### src/rtl/core/pidl_pkg.sv
package pidl_pkg;

   localparam int DEPTH  = 128;
   localparam int DATA_W = 32;
   localparam int POS_W  = 8;
   localparam int CNT_W  = $clog2(DEPTH + 1);
   // wide enough for both the position field and the true count
   localparam int CMP_W  = (CNT_W > POS_W) ? CNT_W : POS_W;
   localparam int GRP    = 8;
   localparam int NGRP   = (DEPTH + GRP - 1) / GRP;

   typedef logic signed [DATA_W-1:0] data_type;
   typedef logic [CMP_W-1:0]         idx_type;

   typedef enum logic [1:0] {
      REQ_INSERT = 2'd0,
      REQ_APPEND = 2'd1,
      REQ_DELETE = 2'd2,
      REQ_READ   = 2'd3
   } req_code_type;

   typedef enum logic [1:0] {
      STAT_DONE  = 2'd0,
      STAT_FULL  = 2'd1,
      STAT_RANGE = 2'd2
   } status_type;

   typedef enum logic [1:0] {
      S_IDLE,
      S_EXEC,
      S_GATHER
   } state_type;

   typedef enum logic [1:0] {
      OP_HOLD,
      OP_INSERT,
      OP_DELETE
   } cell_op_type;

   typedef struct packed {
      logic [1:0]       req_type;
      logic [POS_W-1:0] position;
      data_type         item;
   } req_item_type;

   typedef struct packed {
      data_type   data;
      logic [1:0] status;
      logic [7:0] count;
      logic       empty_res;
      logic       full_res;
   } rsp_item_type;

   typedef struct packed {
      cell_op_type op;
      idx_type     pos;
      data_type    item;
   } cell_ctrl_type;

endpackage

### src/rtl/core/pidl_cell.sv
module pidl_cell (
   input  logic                   clock,
   input  pidl_pkg::cell_ctrl_type ctrl,
   input  pidl_pkg::idx_type      idx,
   input  pidl_pkg::data_type     prev_entry,
   input  pidl_pkg::data_type     next_entry,
   output pidl_pkg::data_type     entry,
   output pidl_pkg::data_type     tap
);
   import pidl_pkg::*;

   data_type entry_ff;
   data_type entry_in;

   always_comb begin
      entry_in = entry_ff;
      unique case (ctrl.op)
         OP_INSERT: begin
            if (idx > ctrl.pos) begin
               entry_in = prev_entry;
            end else if (idx == ctrl.pos) begin
               entry_in = ctrl.item;
            end
         end
         OP_DELETE: begin
            if (idx >= ctrl.pos) begin
               entry_in = next_entry;
            end
         end
         default: entry_in = entry_ff;
      endcase
   end

   always_ff @(posedge clock) begin
      entry_ff <= entry_in;
   end

   assign entry = entry_ff;
   // only the addressed cell drives its word onto the read tree
   assign tap   = (idx == ctrl.pos) ? entry_ff : '0;

endmodule

### config.mk
export PLATFORM = sky130hd
export DESIGN_NAME = pidl_cell
export DESIGN_NICKNAME = d
export VERILOG_FILES = /design/src/rtl/core/pidl_pkg.sv /design/src/rtl/core/pidl_cell.sv
export SDC_FILE = /design/constraint.sdc
export NUM_CORES = 1
export LEC_CHECK = 0
export ABC_AREA = 1
export BUFFER_PORTS_ARGS = -buffer_cell sky130_fd_sc_hd__buf_2
export CAP_MARGIN = 0
export CORE_ASPECT_RATIO = 0.75
export CORE_UTILIZATION = 35
export CTS_CLUSTER_SIZE = 12
export DETAILED_ROUTE_END_ITERATION = 8
export GPL_TIMING_DRIVEN = 1
export PLACE_DENSITY = 0.69
export SYNTH_ARGS = -nofsm -noshare
export SYNTH_HDL_FRONTEND = slang
export SYNTH_SLANG_ARGS = --single-unit
### constraint.sdc
create_clock -name clock -period 6.1 [get_ports clock]
set_input_delay 1.22 -clock clock [delete_from_list [all_inputs] [get_ports clock]]
set_output_delay 1.22 -clock clock [all_outputs]
set_load 0.1 [all_outputs]
---- Word level (Yosys, flattened, before mapping) ----
Index checks and enable logic that the tools add are counted.
cells by class
  multiplexer cells ....................... 5
  reduce and logical (&&, ||, !) cells .... 2
  eq/ne operators ......................... 5
  magnitude comparators ................... 2
operator list
  kind                                                              count
  32-bit two-way mux                                                4
  32-bit case mux with 2 select lines                               1
  8-bit == test                                                     1
  8-bit greater-or-equal comparator                                 1
  8-bit greater-than comparator                                     1
  3-bit inequality test (second input constant)                     1
  3-bit AND reduction                                               1
  2-bit by 1-bit == test with 1-bit output (second input constant)  1
  2-bit == test (second input constant)                             1
  2-bit inequality test (second input constant)                     1
  2-bit nonzero test                                                1
storage, ports and cells
  output and inout port bits .............. 64
  word-level logic and storage cells ...... 15
  flip-flop bits (word level) ............. 32
  input bits .............................. 115

---- Longest topological paths before layout ----
  depth in word-level cells ............... 4
  gate-level depth with buffers ........... 14
  gate-level depth less buffers ........... 13

---- Least setup slack after synthesis ----
No wires, ideal clock.
  path type ............................... input-to-output
  start ................................... in ctrl[39] (netlist bit)
  end ..................................... out tap[10]
  buffers on the path ..................... 2
  data arrival time ....................... 3414 ps
  setup slack ............................. 1466 ps
  data required time ...................... 4880 ps
  stages on the path ...................... 8
  cell sequence ........................... inv_1 > ha_1 > nand2_2 > nor2_4 > nand4_4 > buf_6 > buf_2 > nor2_1
on the way
  cells in the longest elaborated chain, start to end .. 2
ends and longest elaborated chain
  item                RTL line         text
  start, declared     pidl_cell.sv:3   input pidl_pkg::cell_ctrl_type ctrl,
  8-bit == test       pidl_cell.sv:40  assign tap = (idx == ctrl.pos) ? entry_ff : '0;
  32-bit two-way mux  pidl_cell.sv:40
  end, declared       pidl_cell.sv:8   output pidl_pkg::data_type tap
No other way between the ends.

---- Worst setup path after layout ----
  start ................................... in ctrl[39] (netlist bit)
  end ..................................... out tap[1]
The elaborated chain is that of the path after synthesis.

==> summary.txt <==
Run status
  • Outcome: finished clean

Synth
  • Yosys cell types: 22
  • Post-Syn Nets: between 500 and 600
  • Multiplexer share of the synthesized area: 0
  • Syn Area/Cell: around 6.8 sq um
  • Adder-Cell Fraction of Synth Area: 0.0480
  • Register area share after synthesis: 0.369
  • Synth Area in XOR/XNOR: 0
  • Synth Area in Compound Gates: 0.0115
  • Largest family of logic cells by synthesized area: simple AND/OR/NAND/NOR gates
  • Post-Synth Simple-Gate Area: 0.358
  • Synth Warn #: 0
  • Post-synth design cell area: about 2600 sq um
  • Synth Register Bits: 32
  • Mapped Cells: 384

Timing
  • Actual slew at the worst max-slew pin: 1.07 ns
  • Final setup vio count: 0
  • Final period utilization: 0.741
  • Min setup slack post-route: approximately 1.6 ns
  • Rel. slew slack: 0.287
  • Final hold slack: 1.21 ns
  • Final Hold Fails: 0
  • Unrepaired setup endpoints after global routing: no
  • Fin Setup TNS: 0 ns
  • Slew Viols, Final: 0
  • Minimum clock period: ~4.5 ns
  • F_max: 221 MHz

Global route
  • Overall Global Routing Usage: 0.191
  • Pin count of the biggest net entering global routing: 38
  • Total gr overflow: 0
  • Initial antenna violation count: 0
  • Vias in the first global route: 2,715
  • First-pass GRT wire length: ~12,000 um

Layout
  • Diode count: 0
  • Post-Route Utilization: 0.516
  • Share of layout cells above drive strength 1: 0.363
  • Most common cell after layout, fill and taps aside: buf_2
  • Most frequent cells in the layout: 178 x buf_2, 110 x inv_1, 103 x nand2_1
  • Fillers: between 600 and 700
  • Final Non-Filler Cells: roughly 650
  • Final Instance Area: 3610 sq um
  • Flip-flop count of the largest register after layout: 32
  • Area delta synth->final: 38.4%
  • Number of nets in the layout: 677

Clocking
  • Post-CTS Repair Setup Buffers: 0
  • Post_cts resized: 0
  • CTS tree: done
  • Clock sink count: 32
  • CTS clk-pin slew, worst paths: about 0.07 ns
  • Worst-case clock buffer depth: 2
  • Num CTS Buffers: 5
  • Cts hold-fix bufs: 0
  • Root Driver: clkbuf_8
  • H-tree lvl count: 2

Place
  • Placed instance count: 643
  • Post-Place Setup Slack: approximately 1.6 ns
  • Placer Congestion: roughly 0.76
  • DP Area: 3500 sq um
  • PortBufs: between 150 and 200
  • HPWL Detailed: between 5000 and 6000 um

Power
  • Sequential share of power: 0.314
  • Sw Ratio: 0.500
  • Comb pwr share: 0.491
  • Total Power: 1.01 mW
  • Sw Pwr: just over 0.5 mW
  • Clock share of power: 0.195
  • Lkg Pwr: 2.33 nW
  • VDD IR max: 0.111 mV
  • Power Dens Cells: about 280 nW/um^2
  • Internal power: 0.507 mW

Worst setup path
  • CP max stage delay: roughly 0.44 ns
  • CP Cell Sequence: buf_2 -> inv_1 -> ha_1 -> nand2_2 -> nor2_4 -> nand4_4 -> buf_4 -> nor2_1 -> buf_2
  • Most frequent cell on the critical path: buf_2
  • Arr. time, crit path: 3.30 ns
  • CP required: slightly below 5 ns
  • Crit path capture type: primary output
  • Critical path's slowest cell: buf_4
  • CP startpoint kind: input port
  • Critical path class: in -> out
  • CP Max Fanout: 37

Drt
  • Antenna Violating Nets Remaining: 0
  • DR WL/cell: about 11 um
  • Drt drc: 0
  • Drt total wl: 7230 um
  • Iter 0 DRT Violations: 82
  • First drt pass iteration count: 4
  • Vias/cell: 4.40
  • Via Count: approximately 2,900

Worst hold path
  • WHS Path Cells: 3
  • Min-Delay Path Class: in -> reg

Die
  • Starting density of the core: 0.373
  • I/O pin count: approximately 180
  • Overall die height: around 77 um
  • Core area: 6990 sq um
  • Die area: between 7000 and 8000 sq um
  • Core Rows: 26
  • Die width: approximately 100 um

Run
  • Max-cap violations: 0
==> worst max-delay path, delay by kind of cell <==
| kind | cells | cell delay (ns) |
|---|---|---|
| fa+ha+maj | 1 | 0.29 |
| buf+inv | 4 | 0.97 |
| simple gates | 4 | 0.79 |
==> synth_stat cells <==
cell type,instances,area share
a21o_1,1,0.0029
nor2_2,1,0.0024
nand3_2,7,0.027
o21ai_0,1,0.0019
inv_2,1,0.0014
buf_1,1,0.0014
o21bai_1,1,0.0029
nand2_1,103,0.15
buf_6,7,0.030
buf_2,5,0.0096
inv_1,110,0.16
edfxtp_1,32,0.37
nor2_4,1,0.0043
clkbuf_1,5,0.0072
a21oi_1,2,0.0038
nand2_4,2,0.0086
nor2_1,33,0.048
ha_1,10,0.048
buf_4,2,0.0058
nand3_1,57,0.11
nand4_4,1,0.0082
nand2_2,1,0.0024
==> metal layers <==
layer | vias up | GRT usage | part of all wire
met4 | 0 | 0.0493 | 0.0048
met1 | 1261 | 0.213 | 0.43
li1 | 1471 | - | -
met5 | - | 0 | 0
met3 | 4 | 0.0365 | 0.068
met2 | 130 | 0.362 | 0.50
==> path summary, 6_finish.rpt <==
| kind | end | start |
|---|---|---|
| hold / removal | entry[28] | next_entry[28] |
| setup / recovery | tap[1] | ctrl[39] |
==> layout make-up <==
type | instances | area [sq um] | area share
clock inverters | 3 | 37.5 | 0.0104
inverters | 111 | 417 | 0.115
clock buffers | 5 | 68.8 | 0.0191
multi-input cells | 221 | 1090 | 0.302
well taps | 98 | 123 | 0.0340
repair buffers | 181 | 913 | 0.253
flip-flops and latches | 32 | 961 | 0.266
==> logic make-up after synthesis <==
logic type,count (synthesis)
compound gates,5
fa+ha+maj,10
buf+inv,131
flops,32
simple gates,206
==> power groups by stage <==
stage	Combinational [mW]	Clock (mW)	Sequential (mW)
after detailed placement	0.500	0	0.322
after global placement	0.495	0	0.321
after CTS	0.501	0.205	0.318
final	0.498	0.198	0.318
after floorplan	0.123	0	0.606
after global routing	0.530	0.215	0.323
No activity file was read; power rests on OpenSTA's default activity.
